$ cat src/sv/mafl_pkg.sv
// ----------------------------------------------------------------------------
// mafl_pkg
// Shared types, codes and helpers for the meter address filter.
// ----------------------------------------------------------------------------
package mafl_pkg;

  localparam int TableEntriesDef = 16;
  localparam int CfgW            = 5;
  localparam int PrefixW         = 4;

  localparam logic [15:0]        ANY_MFCT     = 16'hffff;
  localparam logic [7:0]         ANY_BYTE     = 8'hff;
  localparam logic [PrefixW-1:0] PREFIX_EXACT = 4'd8;

  localparam logic OP_LOAD = 1'b0;
  localparam logic OP_ADDR = 1'b1;

  typedef struct packed {
    logic        opcode;
    logic [3:0]  slot;
    logic [31:0] id_value;
    logic [3:0]  prefix_digits;
    logic [15:0] mfct_value;
    logic [7:0]  version_value;
    logic [7:0]  type_value;
    logic        negative_rule;
    logic        required_rule;
    logic        last_address;
  } in_word_t;

  typedef struct packed {
    logic telegram_match;
    logic by_wildcard;
    logic rejected;
  } out_word_t;

  typedef struct packed {
    logic [31:0]        id_value;
    logic [PrefixW-1:0] prefix;
    logic [15:0]        mfct;
    logic [7:0]         version;
    logic [7:0]         dev_type;
    logic               negative;
    logic               required;
  } rule_t;

  typedef struct packed {
    logic        last;
    logic [31:0] id_value;
    logic [15:0] mfct;
    logic [7:0]  version;
    logic [7:0]  dev_type;
    logic        negative;
    logic        plain;
    logic        exact;
    logic        req_seen;
    logic        req_met;
  } probe_t;

  function automatic logic id_match(input logic [31:0] rule_id,
                                    input logic [PrefixW-1:0] prefix,
                                    input logic [31:0] addr_id);
    logic ok;
    ok = 1'b1;
    for (int i = 0; i < 8; i++) begin
      if (prefix > PrefixW'(i)) begin
        if (rule_id[31-4*i -: 4] != addr_id[31-4*i -: 4]) ok = 1'b0;
      end
    end
    return ok;
  endfunction

endpackage

$ cat src/sv/mafl_cell.sv
// ----------------------------------------------------------------------------
// mafl_cell
// One rule slot: holds a rule and checks the passing address word against it.
// ----------------------------------------------------------------------------
module mafl_cell #(
  parameter int CellIndex = 0
) (
  input  logic                      clk_i,
  input  logic                      rst_ni,
  input  logic                      load_i,
  input  logic [3:0]                slot_i,
  input  mafl_pkg::rule_t           rule_i,
  input  logic [mafl_pkg::CfgW-1:0] count_i,
  input  logic                      valid_i,
  input  mafl_pkg::probe_t          probe_i,
  output logic                      valid_o,
  output mafl_pkg::probe_t          probe_o
);
  import mafl_pkg::*;

  rule_t  rule_q;
  probe_t probe_d, probe_q;
  logic   valid_q;
  logic   active, hit;

  always_ff @(posedge clk_i) begin
    if (load_i && (int'(slot_i) == CellIndex)) begin
      rule_q <= rule_i;
    end
  end

  assign active = (int'(count_i) > CellIndex);
  assign hit = ((rule_q.mfct == ANY_MFCT) || (rule_q.mfct == probe_i.mfct)) &&
               ((rule_q.version == ANY_BYTE) || (rule_q.version == probe_i.version)) &&
               ((rule_q.dev_type == ANY_BYTE) || (rule_q.dev_type == probe_i.dev_type)) &&
               id_match(rule_q.id_value, rule_q.prefix, probe_i.id_value);

  always_comb begin
    probe_d = probe_i;
    if (active) begin
      if (rule_q.required) probe_d.req_seen = 1'b1;
      if (hit) begin
        priority if (rule_q.negative) begin
          probe_d.negative = 1'b1;
        end else if (rule_q.required) begin
          probe_d.req_met = 1'b1;
        end else begin
          probe_d.plain = 1'b1;
          if (rule_q.prefix == PREFIX_EXACT) probe_d.exact = 1'b1;
        end
      end
    end
  end

  always_ff @(posedge clk_i or negedge rst_ni) begin
    if (!rst_ni) begin
      valid_q <= 1'b0;
    end else begin
      valid_q <= valid_i;
    end
  end

  always_ff @(posedge clk_i) begin
    probe_q <= probe_d;
  end

  assign valid_o = valid_q;
  assign probe_o = probe_q;

endmodule

$ cat src/sv/meter_address_filter.sv
// ----------------------------------------------------------------------------
// meter_address_filter
// Checks radio meter telegram addresses against a table of address rules.
// ----------------------------------------------------------------------------
// Usage:
//   Command channel: a word is taken at a clock edge with start high and busy
//   low. A load word writes one rule and leaves busy low.
//   An address word enters a row of TableEntries rule cells (16 by default),
//   one cell per cycle, and busy stays high until it leaves the last cell; the
//   next word may be given in the cycle busy drops.
//   On an address word marked last, the result word shows on result_o with
//   result_strobe_o high for one cycle, in the cycle busy drops.
//   Other words give no result. The receiver cannot stall results.
//   Config channel: cfg_data_i sets the number of checked entries; it is
//   always ready, and the user must write it only while the block is idle;
//   the block itself has no check for this. Reset clears the entry count,
//   the per-telegram flags and busy; rules hold no value until loaded.
// ----------------------------------------------------------------------------
module meter_address_filter #(
  parameter int TableEntries = mafl_pkg::TableEntriesDef
) (
  input  logic                      clk_i,
  input  logic                      rst_ni,
  input  logic                      start,
  output logic                      busy,
  input  mafl_pkg::in_word_t        item_i,
  output mafl_pkg::out_word_t       result_o,
  output logic                      result_strobe_o,
  input  logic                      cfg_valid_i,
  output logic                      cfg_ready_o,
  input  logic [mafl_pkg::CfgW-1:0] cfg_data_i
);
  import mafl_pkg::*;

  logic            accept, load_fire, addr_fire;
  rule_t           new_rule;
  probe_t          inject;
  logic            chain_valid [TableEntries+1];
  probe_t          chain_probe [TableEntries+1];
  logic            exit_valid;
  probe_t          exit_probe;

  logic [CfgW-1:0] count_q;
  logic            busy_q;
  logic            match_q, neg_q, req_seen_q, req_met_q, wild_q;
  logic            match_d, neg_d, req_seen_d, req_met_d, wild_d;
  out_word_t       result_d, result_q;
  logic            strobe_q;

  assign accept    = start && !busy_q;
  assign load_fire = accept && (item_i.opcode == OP_LOAD);
  assign addr_fire = accept && (item_i.opcode == OP_ADDR);

  assign cfg_ready_o = 1'b1;

  always_comb begin
    new_rule.id_value = item_i.id_value;
    new_rule.prefix   = (item_i.prefix_digits > PREFIX_EXACT) ? PREFIX_EXACT
                                                              : item_i.prefix_digits;
    new_rule.mfct     = item_i.mfct_value;
    new_rule.version  = item_i.version_value;
    new_rule.dev_type = item_i.type_value;
    new_rule.negative = item_i.negative_rule;
    new_rule.required = item_i.required_rule;
  end

  always_comb begin
    inject.last     = item_i.last_address;
    inject.id_value = item_i.id_value;
    inject.mfct     = item_i.mfct_value;
    inject.version  = item_i.version_value;
    inject.dev_type = item_i.type_value;
    inject.negative = 1'b0;
    inject.plain    = 1'b0;
    inject.exact    = 1'b0;
    inject.req_seen = 1'b0;
    inject.req_met  = 1'b0;
  end

  assign chain_valid[0] = addr_fire;
  assign chain_probe[0] = inject;

  for (genvar k = 0; k < TableEntries; k++) begin : g_cell
    mafl_cell #(
      .CellIndex(k)
    ) u_cell (
      .clk_i  (clk_i),
      .rst_ni (rst_ni),
      .load_i (load_fire),
      .slot_i (item_i.slot),
      .rule_i (new_rule),
      .count_i(count_q),
      .valid_i(chain_valid[k]),
      .probe_i(chain_probe[k]),
      .valid_o(chain_valid[k+1]),
      .probe_o(chain_probe[k+1])
    );
  end

  assign exit_valid = chain_valid[TableEntries];
  assign exit_probe = chain_probe[TableEntries];

  always_comb begin
    match_d    = match_q;
    neg_d      = neg_q;
    req_seen_d = req_seen_q | exit_probe.req_seen;
    req_met_d  = req_met_q | exit_probe.req_met;
    wild_d     = wild_q;
    priority if (exit_probe.negative) begin
      neg_d = 1'b1;
    end else if (exit_probe.plain) begin
      match_d = 1'b1;
      wild_d  = !exit_probe.exact;
    end
    result_d.telegram_match = match_d && !neg_d && !(req_seen_d && !req_met_d);
    result_d.by_wildcard    = result_d.telegram_match && wild_d;
    result_d.rejected       = neg_d;
  end

  always_ff @(posedge clk_i or negedge rst_ni) begin
    if (!rst_ni) begin
      count_q    <= '0;
      busy_q     <= 1'b0;
      match_q    <= 1'b0;
      neg_q      <= 1'b0;
      req_seen_q <= 1'b0;
      req_met_q  <= 1'b0;
      wild_q     <= 1'b0;
      strobe_q   <= 1'b0;
    end else begin
      if (cfg_valid_i && cfg_ready_o) count_q <= cfg_data_i;
      if (addr_fire) begin
        busy_q <= 1'b1;
      end else if (exit_valid) begin
        busy_q <= 1'b0;
      end
      strobe_q <= exit_valid && exit_probe.last;
      if (exit_valid) begin
        if (exit_probe.last) begin
          match_q    <= 1'b0;
          neg_q      <= 1'b0;
          req_seen_q <= 1'b0;
          req_met_q  <= 1'b0;
          wild_q     <= 1'b0;
        end else begin
          match_q    <= match_d;
          neg_q      <= neg_d;
          req_seen_q <= req_seen_d;
          req_met_q  <= req_met_d;
          wild_q     <= wild_d;
        end
      end
    end
  end

  always_ff @(posedge clk_i) begin
    if (exit_valid && exit_probe.last) result_q <= result_d;
  end

  assign busy            = busy_q;
  assign result_o        = result_q;
  assign result_strobe_o = strobe_q;

endmodule

$ cat config.mk
export PLATFORM = sky130hd
export DESIGN_NAME = meter_address_filter
export DESIGN_NICKNAME = d
export VERILOG_FILES = /design/src/sv/mafl_pkg.sv /design/src/sv/mafl_cell.sv /design/src/sv/meter_address_filter.sv
export SDC_FILE = /design/constraint.sdc
export NUM_CORES = 2
export LEC_CHECK = 0
export ABC_CLOCK_PERIOD_IN_PS = 7500
export BUFFER_PORTS_ARGS = -buffer_cell sky130_fd_sc_hd__buf_2
export CAP_MARGIN = 0
export CELL_PAD_IN_SITES_DETAIL_PLACEMENT = 1
export CELL_PAD_IN_SITES_GLOBAL_PLACEMENT = 2
export CORE_ASPECT_RATIO = 1.1
export CORE_MARGIN = 2
export CORE_UTILIZATION = 27
export CTS_CLUSTER_DIAMETER = 200
export DETAILED_ROUTE_END_ITERATION = 10
export PLACE_DENSITY = 0.57
export REMOVE_ABC_BUFFERS = 1
export SYNTH_ARGS = -nofsm -noshare
export SYNTH_HDL_FRONTEND = slang
export SYNTH_SLANG_ARGS = --single-unit
$ cat constraint.sdc
create_clock -name clk_i -period 7.5 [get_ports clk_i]
set_input_delay 0.75 -clock clk_i [delete_from_list [all_inputs] [get_ports clk_i]]
set_output_delay 0.75 -clock clk_i [all_outputs]
set_load 0.05 [all_outputs]
# After elaboration in Yosys (flattened, before gate mapping)
# Cells that the tools add are included.
op_classes:
  order_cmp: 145
  n_eq_ne: 255
  mux: 423
  n_bitwise: 5
  n_reduce_logical: 130
op_table:
  columns: ["operator", "n"]
  rows:
  - ["$ne A4 B4 Y1", 128]
  - ["$mux W1", 361]
  - ["$eq A16 B16 Y1", 16]
  - ["$eq A16 B16 Y1 const B", 16]
  - ["$eq A8 B8 Y1", 32]
  - ["$eq A8 B8 Y1 const B", 32]
  - ["$gt A4 B3 Y1 const B", 64]
  - ["$gt A4 B1 Y1 const B", 32]
  - ["$gt A4 B2 Y1 const B", 32]
  - ["$eq A4 B4 Y1 const B", 24]
  - ["$mux W5", 15]
  - ["$logic_and A1 B1 Y1", 72]
  - ["$mux W2", 31]
  - ["$logic_or A1 B1 Y1", 48]
  - ["$mux W3", 15]
  - ["$gt A5 B4 Y1 const B", 8]
  - ["$gt A5 B3 Y1 const B", 4]
  - ["$eq A4 B3 Y1 const B", 4]
  - ["$gt A5 B1 Y1 const B", 2]
  - ["$gt A5 B2 Y1 const B", 2]
  - ["$eq A4 B2 Y1 const B", 2]
  - ["$logic_not A1 Y1", 5]
  - ["$eq A4 B1 Y1 const B", 1]
  - ["$gt A4 B4 Y1 const B", 1]
  - ["other kinds (8)", 11]
word_totals:
  ff_bits: 2207
  input_bits: 85
  out_inout_bits: 6

# Logic depth before layout (Yosys ltp)
depth:
  word_depth: 20
  depth_mapped: 8

# Cells and area by module
# From an unflattened synthesis, not the netlist that was laid out.
unflattened:
  cells_unflattened: 4250
  hier_area_um2: 72223.0
modules_own_cells:
  columns: ["mod", "n_inst", "cells_each", "area_per_inst_um2", "seq_area_each_um2"]
  rows:
  - ["mafl_cell (g_cell[1].u_cell ...)", 2, 261, 4483.0, 3528.4]
  - ["mafl_cell (g_cell[0].u_cell)", 1, 268, 4505.6, 3528.4]
  - ["mafl_cell (g_cell[4].u_cell)", 1, 269, 4499.3, 3528.4]
  - ["mafl_cell (g_cell[9].u_cell)", 1, 263, 4489.3, 3528.4]
  - ["mafl_cell (g_cell[2].u_cell)", 1, 261, 4481.8, 3528.4]
  - ["mafl_cell (g_cell[8].u_cell)", 1, 262, 4474.3, 3528.4]
  - ["mafl_cell (g_cell[6].u_cell)", 1, 261, 4471.8, 3528.4]
  - ["mafl_cell (g_cell[12].u_cell)", 1, 262, 4469.3, 3528.4]
  - ["mafl_cell (g_cell[14].u_cell)", 1, 261, 4469.3, 3528.4]
  - ["mafl_cell (g_cell[11].u_cell)", 1, 260, 4468.0, 3528.4]
  - ["mafl_cell (g_cell[3].u_cell)", 1, 261, 4468.0, 3528.4]
  - ["mafl_cell (g_cell[7].u_cell)", 1, 266, 4466.8, 3528.4]
  - ["mafl_cell (g_cell[10].u_cell)", 1, 260, 4453.0, 3528.4]
  - ["mafl_cell (g_cell[13].u_cell)", 1, 259, 4444.3, 3528.4]
  - ["+2 rows", null, null, null, null]

# Worst setup path before layout
# OpenSTA, ideal clock, no wires.
synth_timing:
  path_kind: "input-to-reg"
  startpoint: "input item_i[75] in the netlist's numbering"
  endpoint: "register g_cell[0].u_cell.rule_q[0] in the netlist's numbering, enable pin"
  setup_time_ps: 585
  t_arrival_ps: 6355
  t_required_ps: 6915
  slack_ps: 560
  cell_stages: 3
  cell_sequence: "or3b_2 > or3_1 > nor3_1"
synth_between:
  elab_chain_cells: 3
synth_lines:
  columns: ["item", "line", "source"]
  rows:
  - ["start, declared", "meter_address_filter.sv:26", "input mafl_pkg::in_word_t item_i,"]
  - ["$not A1 Y1", "meter_address_filter.sv:51", "assign load_fire = accept && (item_i.opcode == OP_LOAD);"]
  - ["$logic_and A1 B1 Y1", "meter_address_filter.sv:51", null]
  - ["$logic_and A1 B1 Y1", "mafl_cell.sv:27", "if (load_i && (int'(slot_i) == CellIndex)) begin"]
  - ["end signal, assigned", "mafl_cell.sv:28", "rule_q <= rule_i;"]
  - ["end, declared", "mafl_cell.sv:21", "rule_t rule_q;"]
# No other way between the ends.
# A chain may end at the register's enable or synchronous reset.

# Final worst setup path
layout_timing:
  startpoint: "register busy_q, in the netlist busy"
  endpoint: "register g_cell[7].u_cell.rule_q[57] in the netlist's numbering, enable pin"
layout_between:
  elab_chain_cells: 4
layout_lines:
  columns: ["item", "line", "source"]
  rows:
  - ["start, declared", "meter_address_filter.sv:44", "logic busy_q;"]
  - ["start signal, assigned", "meter_address_filter.sv:123", "busy_q <= 1'b0;"]
  - ["start signal, assigned", "meter_address_filter.sv:133", "busy_q <= 1'b1;"]
  - ["start signal, assigned", "meter_address_filter.sv:135", "busy_q <= 1'b0;"]
  - ["$logic_not A1 Y1", "meter_address_filter.sv:50", "assign accept = start && !busy_q;"]
  - ["$logic_and A1 B1 Y1", "meter_address_filter.sv:50", null]
  - ["$logic_and A1 B1 Y1", "meter_address_filter.sv:51", null]
  - ["$logic_and A1 B1 Y1", "mafl_cell.sv:27", null]
  - ["end signal, assigned", "mafl_cell.sv:28", null]
  - ["end, declared", "mafl_cell.sv:21", null]
# No other way between the ends.

==> summary.md <==
| Metric | Value |
|---|---|
| CTS tree | done |
| Leakage | 28.0 nW |
| Critical Path Start Type | register |
| Initial antenna violation count | 17 |
| Crit path capture type | register |
| Clock Tree Root | clkbuf_16 |
| # clock sinks | ~2,200 |
| Synth cell count leaders | 1,123 x edfxtp_1, 1,056 x dfxtp_1, 776 x xnor2_1, 316 x nand4_1, 248 x xor2_1 |
| Fraction of layout cells with a size suffix above 1 | 0.124 |
| Initial Util | 0.271 |
| Fin crit share | 0.478 |
| Post-synth top area cell | edfxtp_1 |
| Min Tclk post-route | ~3.6 ns |
| Global route overflow | 0 |
| Die Y | between 500 and 600 microns |
| Synth Warn # | 0 |
| Synth unique cells | 63 |
| Gate power share | 0.027 |
| Status | finished, final reports clean |
| Crit path arrival time | 4.03 ns |
| Sw Share | 0.210 |
| Htree depth | 4 |
| Final count of pins violating max slew | 0 |
| First-pass GRT wire length | 261 mm |
| Psw | 0.00531 W |
| Worst-Skew Late Latency | between 0.8 and 0.9 ns |
| Core ar. | roughly 260,000 sq um |
| Clock network fraction of total power | 0.448 |
| Routed wire per std cell | 22.2 microns |
| Worst slew pin tran | 1.27 ns |
| Final Hold Viols | 0 |
| Setup bufs post-CTS | 0 |
| Post-synth top area share | 0.480 |
| # IOs | 91 |
| Post-synth ARST share | 0.0127 |
| Post-Syn Area | between 70,000 and 80,000 sq um |
| Fmax | around 280 MHz |
| Area contributors post-synth | edfxtp_1 48%, dfxtp_1 30%, xnor2_1 9.7%, xor2_1 3.1%, nand4_1 2.8% |
| Routed WL | about 180 mm |
| Count leader, synth | edfxtp_1 |
| DRC | 0 |
| Metal-1 WL | approximately 77 mm |
| Max cap viols | 0 |
| DR WL met3 | 6.11 mm |
| DR WL met2 | 92.8 mm |
| CP max FO | 38 |
| RSZ-0062 raised after global routing | false |
| Seq pwr share | 0.525 |
| Peak VDD IR | 0.000211 V |
| Top sig layer | met5 |
| CTS max path bufs | 4 |
| Clk slew on worst S/H paths | roughly 0.06 ns |
| Total Routing Usage GR | 0.136 |
| DR pass1 iterations | 5 |
| Post-synthesis register bit count | approximately 2,200 |
| Initial DRC Count | around 1,900 |
| Die X | just under 500 microns |
| Inserted Clock Buffers | approximately 230 |
| Input/output buffers | a little under 90 |
| Synthesis-to-finish area growth | 18.8% |
| Util after Layout | 0.322 |
| Number of synthesized flops with an enable pin | 1,123 |
| P_int | 0.0200 W |
| Worst slew margin | 0.152 |
| Vias | 34,100 |
| Vias in the first global route | ~38,000 |
| Worst Hold Slack | 0.132 ns |
| Vias per Instance | about 4.2 |
| Num rows | just under 200 |
| Final nets | between 4,000 and 5,000 |
| Largest net degree at the start of global routing | 55 |
| Final setup violation count | 0 |
| Register area share after synthesis | 0.791 |
| Post-DP HPWL | 130 mm |
| Cell Pwr Density | around 300 nW/um^2 |
| Fin Setup TNS | 0 ns |
| Synth Instances | between 4,000 and 5,000 |
| Most common flop cell mapped by yosys | edfxtp_1 |
| Routability congestion estimate | approximately 0.78 |
| Syn avg cell area | between 15 and 20 sq um |
| Clock Skew | ~0.054 ns |
| Die area | between 200,000 and 300,000 sq um |
| Critical path data required time | roughly 8 ns |
| ANT nets after route | 0 |
| Worst hold path type | input port to register |
| Type of the worst setup path | register to register |
[repair_timing]
item	4_1_cts	5_1_grt
endpoints found under the hold margin	24	0
resized for setup	0	0
hold buffers	2	0
[power groups by stage]
stage	Combinational, W	Clock (W)	Sequential, W
6_report	0.000682	0.0113	0.0133
4_1_cts	0.000712	0.0116	0.0133
3_5_place_dp	0.000708	0	0.0135
2_1_floorplan	0.000325	0	0.0135
3_3_place_gp	0.000698	0	0.0135
5_1_grt	0.000747	0.0121	0.0133
[worst max-delay path: stages (launching register included)]
cell and delay (ns):
dfrtp_1 0.39, or3b_2 0.60, inv_1 0.11, nand3_1 0.30
nor2_4 1.07, buf_4 0.62
[path summary, 6_finish.rpt]
| kind | startpoint | endpoint | slack, ns | cells after the start |
|---|---|---|---|---|
| worst min-delay path | cfg_data_i[4] | count_q[4] | 0.13 | 2 |
| worst max-delay path | busy | g_cell[7].u_cell.rule_q[57] | 3.92 | 5 |
| min in group asynchronous | rst_ni | g_cell[13].u_cell.valid_o | 0.53 | 2 |
| worst min register to register | g_cell[5].u_cell.probe_o[23] | g_cell[6].u_cell.probe_o[23] | 0.32 | 0 |
| worst max register to register | busy | g_cell[7].u_cell.rule_q[57] | 3.92 | 5 |
| max in group asynchronous | rst_ni | count_q[3] | 6.44 | 2 |
[area by class of cell]
| class | instances | area (sq um) |
|---|---|---|
| inverter | 35 | 131 |
| timing repair buffer | 168 | 1050 |
| multi-input combinational | 1898 | 14700 |
| fill | 26700 | 176000 |
| clock inverter | 72 | 722 |
| tap | 3465 | 4340 |
| clock buffer | 350 | 6920 |
| sequential | 2207 | 55600 |
| antenna | 7 | 17.5 |
[cells by family (layout without fill, tap and decap cells)]
kind of cell | count (synthesis) | after routing | synth area share
AO/OA/AOI/OAI | 262 | 262 | 0.0271
XOR/XNOR | 1024 | 1024 | 0.128
buffers and inverters | 43 | 625 | 0.00237
flip-flops | 2207 | 2207 | 0.791
AND/OR/NAND/NOR | 606 | 606 | 0.0511
other | 1 | 8 | 0.0000534
multiplexers | 5 | 5 | 0.000801
[state kept, by name, indices dropped and copies added (netlist names)]
name	flops
wild_q	1
match_q	1
busy	1
result_strobe_o	1
neg_q	1
g_cell.u_cell.probe_o	1056
count_q	5
req_met_q	1
result_o	3
g_cell.u_cell.valid_o	16
req_seen_q	1
g_cell.u_cell.rule_q	1120
[cell usage in the layout, fill, tap and decap left out, types with 7 or more instances in the layout]
master     instances
o21ai_0           28
dfrtp_1           28
a31o_2            19
a21o_1            29
edfxtp_1        1123
nor4b_1            8
nand2b_1           9
nor2_4            12
a41o_1            16
a21oi_1           32
nor3_1            20
buf_4             76
clkbuf_16        239
dfxtp_1         1056
a31oi_1            9
nor4_1            91
nand3_1           14
xnor2_1          776
xor2_1           248
bufinv_16          9
a41oi_1           24
nor4_2            14
nand2_1           27
clkbuf_1          59
o31ai_1            7
clkbuf_8          52
o21bai_1          18
clkinv_2          37
buf_2             89
inv_1             35
nand4_1          316
diode_2            7
o22ai_1           36
nor2b_1            8
nor2_1            51
[metal layers]
layer  up-vias  GRT usage
met3       328     0.0204
met1     17300      0.162
met4         6     0.0511
met5         -          0
li1      16000          -
met2       513      0.245
[through the flow]
stage | area [sq um] | power [W] | cells | setup slack [ns]
detailed placement | 75800 | 0.0143 | 7770 | 3.48
CTS | 83400 | 0.0256 | 8194 | 3.86
global route | 83400 | 0.0262 | 8197 | 3.75
global placement | 75800 | 0.0142 | 7770 | 3.56
finish | 83500 | 0.0253 | 8202 | 3.92
floorplan | 70200 | 0.0138 | 4140 | 0.560
(Power assumes the default switching activity.)
